## config.mk

```make
export PLATFORM = sky130hd
export DESIGN_NAME = sha2_front
export DESIGN_NICKNAME = d
export VERILOG_FILES = /design/src/sv/sha2_256_384_hash_engine_top_assert.svh /design/src/sv/sha2_pkg.sv /design/src/sv/sha2_front.sv
export SDC_FILE = /design/constraint.sdc
export NUM_CORES = 1
export LEC_CHECK = 0
export BUFFER_PORTS_ARGS = -buffer_cell sky130_fd_sc_hd__buf_4
export CAP_MARGIN = 15
export CORE_MARGIN = 2
export CORE_UTILIZATION = 53
export DETAILED_ROUTE_END_ITERATION = 6
export PLACE_DENSITY = 0.8
export RECOVER_POWER = 50
export SKIP_LAST_GASP = 1
export SLEW_MARGIN = 20
export SYNTH_ARGS = -nofsm -noshare
export SYNTH_HDL_FRONTEND = slang
export SYNTH_SLANG_ARGS = --single-unit
```

## constraint.sdc

```tcl
create_clock -name clock -period 2.9 [get_ports clock]
set_input_delay 0.58 -clock clock [delete_from_list [all_inputs] [get_ports clock]]
set_output_delay 0.58 -clock clock [all_outputs]
set_load 0.02 [all_outputs]
```

## src/sv/sha2_256_384_hash_engine_top_assert.svh

```systemverilog
// Assertion macros used by the SHA-2 compression engine.
`ifndef SHA2_256_384_HASH_ENGINE_TOP_ASSERT_SVH
`define SHA2_256_384_HASH_ENGINE_TOP_ASSERT_SVH

// Same-cycle implication, disabled in reset.
`define SHA2_ASSERT_NOW(label, clk, rst, ante, cons, msg) \
   label: assert property (@(posedge clk) disable iff (rst) (ante) |-> (cons)) else $error(msg);

// Next-cycle implication, disabled in reset.
`define SHA2_ASSERT_NEXT(label, clk, rst, ante, cons, msg) \
   label: assert property (@(posedge clk) disable iff (rst) (ante) |=> (cons)) else $error(msg);

`endif

```

## src/sv/sha2_pkg.sv

```systemverilog
`timescale 1ns / 1ps
// ----------------------------------------------------------------------------
// SHA-2 engine package
// Round constants, initial vectors, queue entry and sequencer state types.
// ----------------------------------------------------------------------------
package sha2_pkg;

   localparam logic [63:0] KCONST [80] = '{
      64'h428a2f98d728ae22, 64'h7137449123ef65cd, 64'hb5c0fbcfec4d3b2f, 64'he9b5dba58189dbbc,
      64'h3956c25bf348b538, 64'h59f111f1b605d019, 64'h923f82a4af194f9b, 64'hab1c5ed5da6d8118,
      64'hd807aa98a3030242, 64'h12835b0145706fbe, 64'h243185be4ee4b28c, 64'h550c7dc3d5ffb4e2,
      64'h72be5d74f27b896f, 64'h80deb1fe3b1696b1, 64'h9bdc06a725c71235, 64'hc19bf174cf692694,
      64'he49b69c19ef14ad2, 64'hefbe4786384f25e3, 64'h0fc19dc68b8cd5b5, 64'h240ca1cc77ac9c65,
      64'h2de92c6f592b0275, 64'h4a7484aa6ea6e483, 64'h5cb0a9dcbd41fbd4, 64'h76f988da831153b5,
      64'h983e5152ee66dfab, 64'ha831c66d2db43210, 64'hb00327c898fb213f, 64'hbf597fc7beef0ee4,
      64'hc6e00bf33da88fc2, 64'hd5a79147930aa725, 64'h06ca6351e003826f, 64'h142929670a0e6e70,
      64'h27b70a8546d22ffc, 64'h2e1b21385c26c926, 64'h4d2c6dfc5ac42aed, 64'h53380d139d95b3df,
      64'h650a73548baf63de, 64'h766a0abb3c77b2a8, 64'h81c2c92e47edaee6, 64'h92722c851482353b,
      64'ha2bfe8a14cf10364, 64'ha81a664bbc423001, 64'hc24b8b70d0f89791, 64'hc76c51a30654be30,
      64'hd192e819d6ef5218, 64'hd69906245565a910, 64'hf40e35855771202a, 64'h106aa07032bbd1b8,
      64'h19a4c116b8d2d0c8, 64'h1e376c085141ab53, 64'h2748774cdf8eeb99, 64'h34b0bcb5e19b48a8,
      64'h391c0cb3c5c95a63, 64'h4ed8aa4ae3418acb, 64'h5b9cca4f7763e373, 64'h682e6ff3d6b2b8a3,
      64'h748f82ee5defb2fc, 64'h78a5636f43172f60, 64'h84c87814a1f0ab72, 64'h8cc702081a6439ec,
      64'h90befffa23631e28, 64'ha4506cebde82bde9, 64'hbef9a3f7b2c67915, 64'hc67178f2e372532b,
      64'hca273eceea26619c, 64'hd186b8c721c0c207, 64'heada7dd6cde0eb1e, 64'hf57d4f7fee6ed178,
      64'h06f067aa72176fba, 64'h0a637dc5a2c898a6, 64'h113f9804bef90dae, 64'h1b710b35131c471b,
      64'h28db77f523047d84, 64'h32caab7b40c72493, 64'h3c9ebe0a15c9bebc, 64'h431d67c49c100d4c,
      64'h4cc5d4becb3e42b6, 64'h597f299cfc657e2a, 64'h5fcb6fab3ad6faec, 64'h6c44198c4a475817
   };

   localparam logic [63:0] IV256 [8] = '{
      64'h6a09e667, 64'hbb67ae85, 64'h3c6ef372, 64'ha54ff53a,
      64'h510e527f, 64'h9b05688c, 64'h1f83d9ab, 64'h5be0cd19
   };

   localparam logic [63:0] IV384 [8] = '{
      64'hcbbb9d5dc1059ed8, 64'h629a292a367cd507, 64'h9159015a3070dd17, 64'h152fecd8f70e5939,
      64'h67332667ffc00b31, 64'h8eb44a8768581511, 64'hdb0c2e0d64f98fa7, 64'h47b5481dbefa4fa4
   };

   localparam int unsigned QDEPTH = 2;

   // Classified input word waiting for the engine.
   typedef struct packed {
      logic [63:0] word;      // data, already masked and padded when short
      logic [6:0]  bits_add;  // message bits this word contributes
      logic        last;
      logic        mark;      // full last word: pad byte goes in a word of its own
   } q_entry_type;

   typedef enum logic [2:0] {
      ST_IDLE,
      ST_PAD,
      ST_ROUND,
      ST_FINAL,
      ST_OUT
   } eng_state_type;

endpackage

```

## src/sv/sha2_front.sv

```systemverilog
`timescale 1ns / 1ps
// ----------------------------------------------------------------------------
// SHA-2 front end
// Accepts message words, classifies and pre-pads them, and queues them.
// ----------------------------------------------------------------------------
module sha2_front (
   input  logic                 clock,
   input  logic                 reset,
   input  logic                 req_tvalid,
   output logic                 req_tready,
   input  logic [71:0]          req_tdata,   // data_word [63:0], byte_count [67:64]
   input  logic                 req_tlast,   // last_in
   input  logic                 pop,
   output logic                 head_valid,
   output sha2_pkg::q_entry_type head
);
   import sha2_pkg::*;

   q_entry_type q_ff [QDEPTH];
   logic        wr_ptr_ff, wr_ptr_in;
   logic        rd_ptr_ff, rd_ptr_in;
   logic [1:0]  count_ff, count_in;

   logic [3:0]  bc;
   logic        full8;
   logic [6:0]  sh;
   q_entry_type entry;
   logic        push;

   always_comb begin
      bc    = (req_tdata[67:64] > 4'd8) ? 4'd8 : req_tdata[67:64];
      full8 = !req_tlast || (bc == 4'd8);
      sh    = 7'd64 - {bc, 3'b000};
      entry.word     = full8 ? req_tdata[63:0]
                     : ((req_tdata[63:0] & (~64'd0 << sh)) | (64'h80 << (sh - 7'd8)));
      entry.bits_add = full8 ? 7'd64 : {1'b0, bc[2:0], 3'b000};
      entry.last     = req_tlast;
      entry.mark     = req_tlast && (bc == 4'd8);
   end

   assign req_tready = (count_ff != 2'(QDEPTH));
   assign push       = req_tvalid && req_tready;
   assign head_valid = (count_ff != 2'd0);
   assign head       = q_ff[rd_ptr_ff];

   always_comb begin
      wr_ptr_in = push ? !wr_ptr_ff : wr_ptr_ff;
      rd_ptr_in = pop ? !rd_ptr_ff : rd_ptr_ff;
      count_in  = count_ff + {1'b0, push} - {1'b0, pop};
   end

   always_ff @(posedge clock) begin
      if (reset) begin
         wr_ptr_ff <= 1'b0;
         rd_ptr_ff <= 1'b0;
         count_ff  <= 2'd0;
      end else begin
         wr_ptr_ff <= wr_ptr_in;
         rd_ptr_ff <= rd_ptr_in;
         count_ff  <= count_in;
      end
   end

   always_ff @(posedge clock) begin
      if (push) begin
         q_ff[wr_ptr_ff] <= entry;
      end
   end

endmodule

```

# Yosys cells after proc, flatten, opt, wreduce, memory -nomap -nowiden
# Memory sizes are Yosys's and may differ from the RTL's. A register that Yosys moved wholly into a read port is not among the register bits.
# Index checks and enable logic that the tools add are counted.
totals:
  regBits: 4
  ramBits: 146
  inputBits: 77
  wordCells: 29
  mem_count: 1
op_classes:
  add_sub_neg: 4
  n_lt_le_gt_ge: 1
  n_eq_ne: 2
  shifts: 2
  muxes: 7
  n_bitwise: 2
  n_reduce_logical: 7
memory_table:
  columns: ["memory", "depth", "width", "rd", "rd_clocked_by_memory_dff", "wr", "line_no", "text"]
  rows:
  - ["q_ff", 2, 73, 1, 1, 1, "sha2_front.sv:19", "q_entry_type q_ff [QDEPTH];"]
op_table:
  columns: ["op", "count"]
  rows:
  - ["64-bit AND", 1]
  - ["64-bit two-way mux", 1]
  - ["64-bit bitwise OR", 1]
  - ["64-bit by 7-bit left shift with 64-bit output, first input constant", 1]
  - ["8-bit by 7-bit left shift with 64-bit output, first input constant", 1]
  - ["7-bit two-way mux", 1]
  - ["7-bit by 4-bit subtractor with 7-bit output, second input constant", 1]
  - ["7-bit subtractor, first input constant", 1]
  - ["4-bit equality test, second input constant", 1]
  - ["4-bit > comparator, second input constant", 1]
  - ["1-bit two-way mux", 4]
  - ["4-bit two-way mux", 1]
  - ["1-bit zero test", 3]
  - ["2-bit by 1-bit adder with 2-bit output", 1]
  - ["1-bit logical AND", 2]
  - ["2-bit inequality test, second input constant", 1]
  - ["2-bit nonzero test", 1]
  - ["2-bit by 1-bit subtractor with 2-bit output", 1]
  - ["1-bit logical OR", 1]

# Logic depth before layout (Yosys ltp)
# Gate-level depths: netlist (run 1).
depth:
  depth_word: 7
  ltp_mapped: 8

# Worst setup path before layout (run 1)
# OpenSTA, ideal clock, no wires.
synth_timing:
  kind: "register -> register"
  from: "reg count_ff[0]"
  to: "mem q_ff[1][0] (netlist name), enable pin"
  setup_time_ns: 0.436
  t_arrival_ns: 2.353
  required_time_ns: 2.464
  slack_ns: 0.110
  stages_incl_launch_ff: 3
  path_buffers: 0
  period_less_slack_ns: 2.790
  path_cell_list: "dfxtp_1 > nand2b_1 > and3_1"
synth_between:
  elab_chain_len: 4
synth_rtl:
  columns: ["element", "line_no", "text"]
  rows:
  - ["start, declared", "sha2_front.sv:22", "logic [1:0] count_ff, count_in;"]
  - ["start signal, assigned", "sha2_front.sv:60", "count_ff <= count_in;"]
  - ["2-bit inequality test", "sha2_front.sv:41", "assign req_tready = (count_ff != 2'(QDEPTH));"]
  - ["via req_tready", "sha2_front.sv:10", "output logic req_tready,"]
  - ["1-bit logical AND", "sha2_front.sv:42", "assign push = req_tvalid && req_tready;"]
  - ["1-bit two-way mux", "sha2_front.sv:65", "if (push) begin"]
  - ["1-bit two-way mux (implied by the code)", "sha2_front.sv:66", "q_ff[wr_ptr_ff] <= entry;"]
  - ["end, declared", "sha2_front.sv:19", null]
# The timed path passes the listed nets, and every way through them passes these cells.

==> results_dict.tcl, run 1 <==
set metrics [dict create \
    ys.flop_type "edfxtp_1" \
    initial_core_util_pct 54.8 \
    period_needed_ns 2.47 \
    insertedDiodeCount 0 \
    critical_path_class "flip-flop to output pin" \
    synth-compound-area-share_pct 2.44 \
    syn_avg_cell_area_sq_um 17.2 \
    num_io_pins 152 \
    grtUsageTotal_pct 18.9 \
    synth-xor-area-share_pct 0.292 \
    h-tree-depth 4 \
    slew_viol_final 0 \
    pwr-share-seq_pct 44.4 \
    arrival_ns 1.89 \
    clock-root-buffer "clkbuf_16" \
    avgRoutedWirePerCell_microns 17.0 \
    core_area_sq_mm 0.0109 \
    worstHoldPathType "input port to flip-flop" \
    combPwrFrac_pct 17.2 \
    maxSlewHeadroom_pct 3.83 \
    finalCoreUtilization_pct 71.7 \
    wl_microns 11200 \
    dieArea_sq_mm 0.0122 \
    synth_simple_gate_area_share_pct 8.38 \
    synth.area.mux_share_pct 13.2 \
    vias 3373 \
    synth.cell_area_sq_mm 0.00599 \
    peakVddDrop_uv 408 \
    nets 595 \
    drive_gt1_share_pct 47.3 \
    io_buffer_count 144 \
    cts_buffer_depth 2 \
    leakagePower_nw 3.03 \
    cts.repair.resized 0 \
    worstMarginPinSlew_ns 1.44 \
    fin_setup_tns_ns 0 \
    intPower_w 0.00453 \
    status "finished clean" \
    cts.sinks 145 \
    cts_tree "yes" \
    rows 38 \
    fin_skew_ns 0.0157 \
    power_switching_w 0.00139 \
    clock_latency_ns 0.41 \
    drt_iter0_drc 184 \
    place_hpwl_microns 7580 \
    rsz0062_at_grt "no" \
    netlist_instances 349 \
    cts_buffers 17 \
    die_x_microns 110 \
    vias_per_cell 5.11 \
    synth_top_family_by_area "multiplexers" \
    first_pass_iters 6 \
    period_share_pct 85.2 \
    grt_pass1_vias 3430 \
    synth-edff-count 140 \
    synth_fa_ha_area_share_pct 2.09 \
    ctsHoldBuffers 0 \
    path_cells "buf_12 -> mux2_2 -> buf_4" \
    place_congestion 0.774 \
    detail-route-antenna-nets 0 \
    yosysUniqueCellTypes 32 \
    cp-start-kind "flip-flop" \
    crit_path_end_kind "output pin" \
    power_density_mw_per_mm2 755 \
    cp_slowest_stage_delay_ns 0.60 \
    synth_seq_cells 145 \
    yosys_warnings 0 \
    grt_pass1_wl_microns 16700 \
    switching_share_pct 23.5 \
    drc 0 \
    synth_seq_area_share_pct 71.8 \
    max_cap_violations 0 \
    async_flop_share_pct 0 \
    fmax_mhz 405 \
    crit_fanout 43 \
    area_delta_synth_final_pct 30.9 \
    die_y_microns 110 \
    grt_max_degree 44 \
    critPathRequiredTime_ns 2.32 \
    cts_setup_buffers 0 \
    nFillCells 738 \
    power_frac_clock_pct 38.5 \
    cp_slowest_cell "dfxtp_4" \
    grt_overflow_total 0 \
    antenna_found_initial 0 \
    whs_ns 0.364 \
    clk_pin_slew_ns 0.06 \
    finalHoldViolCount 0 \
    finalSetupViolations 0 \
]
==> final timing paths <==
kind | cells past startpoint | end | startpoint | slack [ns]
setup / recovery | 3 | head[47] | flip-flop | 0.43
setup reg to reg | 3 | q_ff[1][61] | count_ff[0] | 0.50
hold reg to reg | 2 | flip-flop | rd_ptr_ff | 0.53
hold / removal | 2 | flip-flop | reset | 0.36
==> cells in the final DEF (no fill, tap or decap), types with 5 or more instances in the layout <==
| master | synthesis | routed |
|---|---|---|
| clkbuf_16 | 0 | 17 |
| bufinv_16 | 0 | 5 |
| ha_1 | 10 | 10 |
| inv_1 | 10 | 10 |
| clkbuf_1 | 1 | 8 |
| mux2_2 | 70 | 70 |
| buf_4 | 3 | 140 |
| and2_0 | 0 | 11 |
| a22o_1 | 6 | 6 |
| and2_1 | 45 | 34 |
| edfxtp_1 | 140 | 140 |
| nor2b_1 | 16 | 16 |
==> layout make-up <==
class | instances | area (sq um) | area share, %
inverters | 10 | 37.5 | 0.479
well taps | 140 | 175 | 2.23
clock inverters | 13 | 193 | 2.46
clock buffers | 18 | 429 | 5.47
multi-input cells | 184 | 1580 | 20.1
repair buffers | 150 | 1120 | 14.3
flip-flops and latches | 145 | 4310 | 54.9
==> metal layers <==
metal / GRT usage, % / part of all wire, % / vias to the layer above
met1: 22.5 / 42 / 1643
met2: 31.7 / 51 / 103
met4: 6.16 / 0.75 / 0
met5: 0 / 0 / -
met3: 7.11 / 6.8 / 9
li1: - / - / 1618
==> logic make-up (layout without fill, tap and decap cells) <==
kind of cell | after synthesis | after routing
AOI/OAI and AO/OA | 18 | 18
DFF | 145 | 145
buffers and inverters | 22 | 191
and+or+nand+nor | 81 | 81
xor gates and xnor gates | 2 | 2
adders and majority gates | 10 | 10
other | 1 | 3
muxes | 70 | 70
==> flip-flops by register name, indices dropped and copies added, names as in the netlist, named ones only <==
signal and count:
wr_ptr_ff 1, q_ff 140, count_ff 2, rd_ptr_ff 1
==> metrics by stage <==
stage	cell area [sq um]	power [W]	cells	setup WS [ns]
floorplan	6000	0.00327	351	0.110
global placement	7270	0.00368	629	0.345
detailed placement	7270	0.00371	629	0.306
CTS	7890	0.00599	660	0.411
global route	7840	0.00615	660	0.342
finish	7840	0.00592	660	0.431
==> synthesized netlist by cell type (3+ instances only) <==
cell	instances	area share [%]
nor2b_1	16	1.7
ha_1	10	2.1
nor2_1	4	0.25
edfxtp_1	140	70
nand2_1	4	0.25
a22o_1	6	0.88
inv_1	10	0.63
mux2_2	70	13
buf_2	8	0.67
buf_4	3	0.38
dfxtp_1	5	1.7
and2_1	45	4.7
nand2b_1	4	0.42
==> worst max-delay path: cells and delay by family (launching register included) <==
kind,cells,cell delay (ns)
flip-flops,1,0.60
multiplexers,1,0.38
buffers and inverters,2,0.45
==> power groups by stage <==
stage          sequential (W)  clock, W  combinational [W]
6_report              0.00263   0.00228            0.00102
5_1_grt               0.00265   0.00241            0.00109
4_1_cts               0.00263   0.00231            0.00105
3_5_place_dp          0.00267         0            0.00104
3_3_place_gp          0.00265         0            0.00103
2_1_floorplan         0.00265         0           0.000628
Note: power is estimated with default switching activity, not from simulation.
==> run 2: changes to the inputs <==
--- a/config.mk
+++ b/config.mk
@@ -8,9 +8,8 @@
 export BUFFER_PORTS_ARGS = -buffer_cell sky130_fd_sc_hd__buf_4
 export CAP_MARGIN = 15
 export CORE_MARGIN = 2
-export CORE_UTILIZATION = 53
+export CORE_UTILIZATION = 35
 export DETAILED_ROUTE_END_ITERATION = 6
-export PLACE_DENSITY = 0.8
 export RECOVER_POWER = 50
 export SKIP_LAST_GASP = 1
 export SLEW_MARGIN = 20
==> run 2 against run 1 <==
  * Final area is 0.13% higher
  * Die area increased by 49%
  * Worst hold slack better by 0.0027 ns
==> results_dict.tcl, run 2 (synthesis gave the netlist of run 1 again) <==
set metrics [dict create \
    status "finished clean" \
    period_share_pct 82.1 \
    clock-root-buffer "clkbuf_16" \
    regMostFlops "q_ff" \
    cp-startpoint "count_ff[0]" \
    finalHoldViolCount 0 \
    initial_core_util_pct 36.0 \
    cts_tree "yes" \
    cts_setup_buffers 0 \
    vias 3364 \
    ff2ff_setup_slack_ns 0.52 \
    rsz0062_at_grt "no" \
    cts.sinks 145 \
    cp-start-kind "flip-flop" \
    cts_buffers 17 \
    rows 47 \
    detail-route-antenna-nets 0 \
    clk_pin_slew_ns 0.06 \
    fmax_mhz 420 \
    largest_reg_flops 140 \
    cp-endpoint "q_ff[0][18]" \
    cts_buffer_depth 2 \
    worstHoldPathType "input port to flip-flop" \
    cts.repair.resized 0 \
    drc 0 \
    critical_path_class "flip-flop to flip-flop" \
    die_x_microns 135 \
    fin_setup_tns_ns 0 \
    clock_latency_ns 0.41 \
    io_buffer_count 144 \
    drt_iter0_drc 145 \
    avgRoutedWirePerCell_microns 16.5 \
    ctsHoldBuffers 0 \
    drive_gt1_share_pct 46.8 \
    dieArea_sq_mm 0.0182 \
    reg2reg_depth 4 \
    grt_overflow_total 0 \
    finalSetupViolations 0 \
    slew_viol_final 0 \
    max_cap_violations 0 \
    grt_max_degree 51 \
    insertedDiodeCount 0 \
    crit_path_end_kind "flip-flop" \
    worstMarginPinSlew_ns 1.17 \
    grtUsageTotal_pct 13.8 \
    place_hpwl_microns 8180 \
    wl_microns 12200 \
    nets 594 \
    fin_skew_ns 0.00906 \
    h-tree-depth 4 \
    first_pass_iters 4 \
    die_y_microns 135 \
    core_area_sq_mm 0.0166 \
    leakagePower_nw 2.98 \
    power_density_mw_per_mm2 709 \
    grt_pass1_wl_microns 18600 \
    peakVddDrop_uv 357 \
    r2r-start "count_ff[0]" \
    antenna_found_initial 0 \
    arrival_ns 2.51 \
    r2r-end "q_ff[0][18]" \
    nFillCells 1506 \
    maxSlewHeadroom_pct 21.8 \
    critPathRequiredTime_ns 3.03 \
    finalCoreUtilization_pct 47.2 \
    final_cell_mix "buf_4 (142), edfxtp_1 (140), mux2_2 (70)" \
    vias_per_cell 4.55 \
    period_needed_ns 2.38 \
    top_regs "q_ff x140, count_ff x2" \
    dp.cells 708 \
    layout_commonest_cell "buf_4" \
    area_delta_synth_final_pct 31.1 \
    grt_pass1_vias 3512 \
    crit_fanout 50 \
    fin_cells 739 \
    num_io_pins 152 \
    place_congestion 0.698 \
]
-- run 2: cell count changes in the layout (fill, tap and decap cells not counted) --
cell / delta
clkbuf_2: -1
clkbuf_1: +2
buf_12: +1
and2_0: -1
clkinvlp_2: +1
inv_1: -1
and2_1: +1
bufinv_16: -4
o31a_1: +1
o31a_2: -1
buf_4: +2
clkinvlp_4: -1
-- run 2: layout make-up --
class,instances,area (sq um),share of cell area [%]
Sequential cell,145,4310,54.9
Multi-Input combinational cell,184,1580,20.1
Timing Repair Buffer,149,1140,14.5
Clock buffer,23,448,5.70
Tap cell,220,275,3.50
Clock inverter,8,65.1,0.828
Inverter,10,38.8,0.494
-- run 2: critical path: stages (launching register included) --
cell and delay (ns):
dfxtp_1 0.32, nand2b_1 0.20, nand3b_1 0.15, clkinvlp_2 0.85, buf_12 0.56
-- run 2: worst min-delay path by stage --
stage	start	endpoint	slack, ns	cells after the start
after floorplan	rd_ptr_ff	flip-flop	0.48	2
after global placement	rd_ptr_ff	rd_ptr_ff	0.49	2
after detailed placement	rd_ptr_ff	flip-flop	0.51	2
after CTS	reset	wr_ptr_ff	0.35	2
after global routing	reset	flip-flop	0.35	2
final	reset	wr_ptr_ff	0.37	2
-- run 2: metal layers --
layer	GRT usage [%]	part of all wire, %	wire [microns]
met2	22.7	49	5950
met4	4.21	1.2	150
met1	16.7	43	5240
met3	5.78	6.9	844
met5	0	0	0
-- run 2: per-stage QoR --
step                      power [W]  worst slack (ns)  cell area [sq um]  hold slack (ns)
after floorplan             0.00327             0.110               6000            0.480
after global placement      0.00371             0.258               7370            0.493
after detailed placement    0.00374             0.211               7370            0.505
after CTS                   0.00567             0.501               7890            0.346
after global routing        0.00582             0.266               7850            0.347
final                       0.00557             0.519               7850            0.367
-- run 2: where the power goes --
part           total [W]  switching (W)  internal, W
registers        0.00262      0.0000559      0.00256
clock network    0.00191       0.000745      0.00116
logic            0.00104       0.000570     0.000471
total            0.00557        0.00137      0.00420
==> run 3: changes to the inputs <==
==> constraint.sdc (replaced) <==
create_clock -name clock -period 2.3 [get_ports clock]
set_input_delay 0.46 -clock clock [delete_from_list [all_inputs] [get_ports clock]]
set_output_delay 0.46 -clock clock [all_outputs]
set_load 0.02 [all_outputs]
==> run 3 against run 2 <==
  * Via count is 1.7% higher
  * Clock power is 54% higher
  * Clock skew is 0.0025 ns lower
  * Final area is 2.3% higher
  * Combinational power is 28% higher
  * Register-to-register slack worse by 0.25 ns
  * Worst hold slack worse by 0.14 ns
  * Core utilization is 1.1 points higher
  * Critical path depth is 1 lower
  * Count of clock-buffer cells in the layout is 6 lower
  * Sequential cell count stayed put
  * Non-clock buffer count is 8 higher
==> results_dict.tcl, run 3 (synthesis gave the netlist of run 1 again) <==
set metrics [dict create \
    power_density_mw_per_mm2 943 \
    cts_buffers 17 \
    first_pass_iters 4 \
    cp_slowest_cell "dfxtp_4" \
    worstMarginPinSlew_ns 0.835 \
    crit_buf_inv 2 \
    arrival_ns 1.65 \
    cts_buffer_depth 2 \
    fin_ws_ns 0.187 \
    critPathRequiredTime_ns 1.84 \
    leakagePower_nw 3.07 \
    clk_pin_slew_ns 0.06 \
    wl_microns 12500 \
    fmax_mhz 473 \
    grt_overflow_total 0 \
    fin_area_sq_mm 0.00804 \
    fin_setup_tns_ns 0 \
    grt_max_degree 50 \
    cts_tree "yes" \
    core_area_sq_mm 0.0166 \
    ctsHoldBuffers 0 \
    place_ws_ns -0.138 \
    die_x_microns 135 \
    dpl-instance-area_sq_mm 0.00745 \
    cts.sinks 145 \
    worstHoldPathType "input port to flip-flop" \
    path_delay_family "flip-flops" \
    antenna_found_initial 0 \
    finalSetupViolations 0 \
    io_buffer_count 144 \
    top_regs "q_ff x140, count_ff x2" \
    path_cells "buf_12 -> mux2_2 -> buf_4" \
    status "finished clean" \
    regMostFlops "q_ff" \
    cp_slowest_stage_delay_ns 0.47 \
    finalHoldViolCount 0 \
    whs_ns 0.232 \
    final_cell_mix "buf_4 (141), edfxtp_1 (140), mux2_2 (70)" \
    critical_path_class "flip-flop to output pin" \
    h-tree-depth 4 \
    largest_reg_flops 140 \
    avgRoutedWirePerCell_microns 16.7 \
    initial_core_util_pct 36.0 \
    grtUsageTotal_pct 14.3 \
    rows 47 \
    slew_viol_final 0 \
    die_y_microns 135 \
    peakVddDrop_uv 540 \
    period_needed_ns 2.11 \
    layout_commonest_cell "buf_4" \
    insertedDiodeCount 0 \
    nets 602 \
    area_delta_synth_final_pct 34.2 \
    drt_iter0_drc 140 \
    vias 3422 \
    rsz0062_at_grt "no" \
    clock-root-buffer "clkbuf_16" \
    grt_pass1_vias 3649 \
    place_hpwl_microns 8410 \
    dieArea_sq_mm 0.0182 \
    drc 0 \
    drive_gt1_share_pct 48.7 \
    vias_per_cell 4.57 \
    grt_pass1_wl_microns 19100 \
    clock_latency_ns 0.42 \
    maxSlewHeadroom_pct 44.3 \
    detail-route-antenna-nets 0 \
    max_cap_violations 0 \
    period_share_pct 91.9 \
    place_congestion 0.692 \
    fin_skew_ns 0.00652 \
    num_io_pins 152 \
    cp-start-kind "flip-flop" \
    crit_fanout 27 \
    crit_path_end_kind "output pin" \
]
-- run 3: path summary, 6_finish.rpt --
path                               endpoint        start  slack [ns]  cells past startpoint
worst max-delay path                head[1]    flip-flop        0.19                      3
worst min-delay path              flip-flop        reset        0.23                      2
worst max register to register  q_ff[1][46]  count_ff[0]        0.27                      3
worst min register to register    flip-flop    rd_ptr_ff        0.51                      2
-- run 3: what timing repair did --
item	CTS	global route
setup endpoints to repair	0	18
buffers inserted	0	1
resized for setup	0	0
-- run 3: power by group --
group	switching, W	total, W	leakage, nW	internal, W
clock network	0.00103	0.00295	0.306	0.00191
logic	0.000730	0.00133	1.40	0.000601
registers	0.0000662	0.00330	1.36	0.00323
total	0.00183	0.00758	3.07	0.00575
-- run 3: worst register-to-register path, stage by stage, from the launching register on --
cell and delay [ns]:
dfxtp_1 0.35, nand2b_1 0.21, and3_2 0.62, clkbuf_4 0.50
-- run 3: area by class of cell --
cell class | count | area [sq um]
clock buffer | 17 | 425
tap | 220 | 275
fill | 1484 | 8600
multi-input combinational | 184 | 1590
clock inverter | 15 | 213
inverter | 10 | 41.3
sequential | 145 | 4310
timing repair buffer | 157 | 1190
-- run 3: routing by layer --
| metal | track usage, % | wire length (microns) | vias up | part of all wire, % |
|---|---|---|---|---|
| li1 | - | - | 1640 | - |
| met1 | 16.8 | 5250 | 1669 | 42 |
| met2 | 23.7 | 6160 | 101 | 49 |
| met3 | 5.97 | 923 | 12 | 7.4 |
| met4 | 4.56 | 123 | 0 | 0.99 |
| met5 | 0 | 0 | - | 0 |
-- run 3: through the flow --
stage | instances | power [W] | util [%]
2_1_floorplan | 351 | 0.00412 | -
3_3_place_gp | 715 | 0.00470 | 44.8
3_5_place_dp | 715 | 0.00474 | 44.8
4_1_cts | 747 | 0.00772 | 48.6
5_1_grt | 748 | 0.00789 | 48.3
6_report | 748 | 0.00758 | 48.3
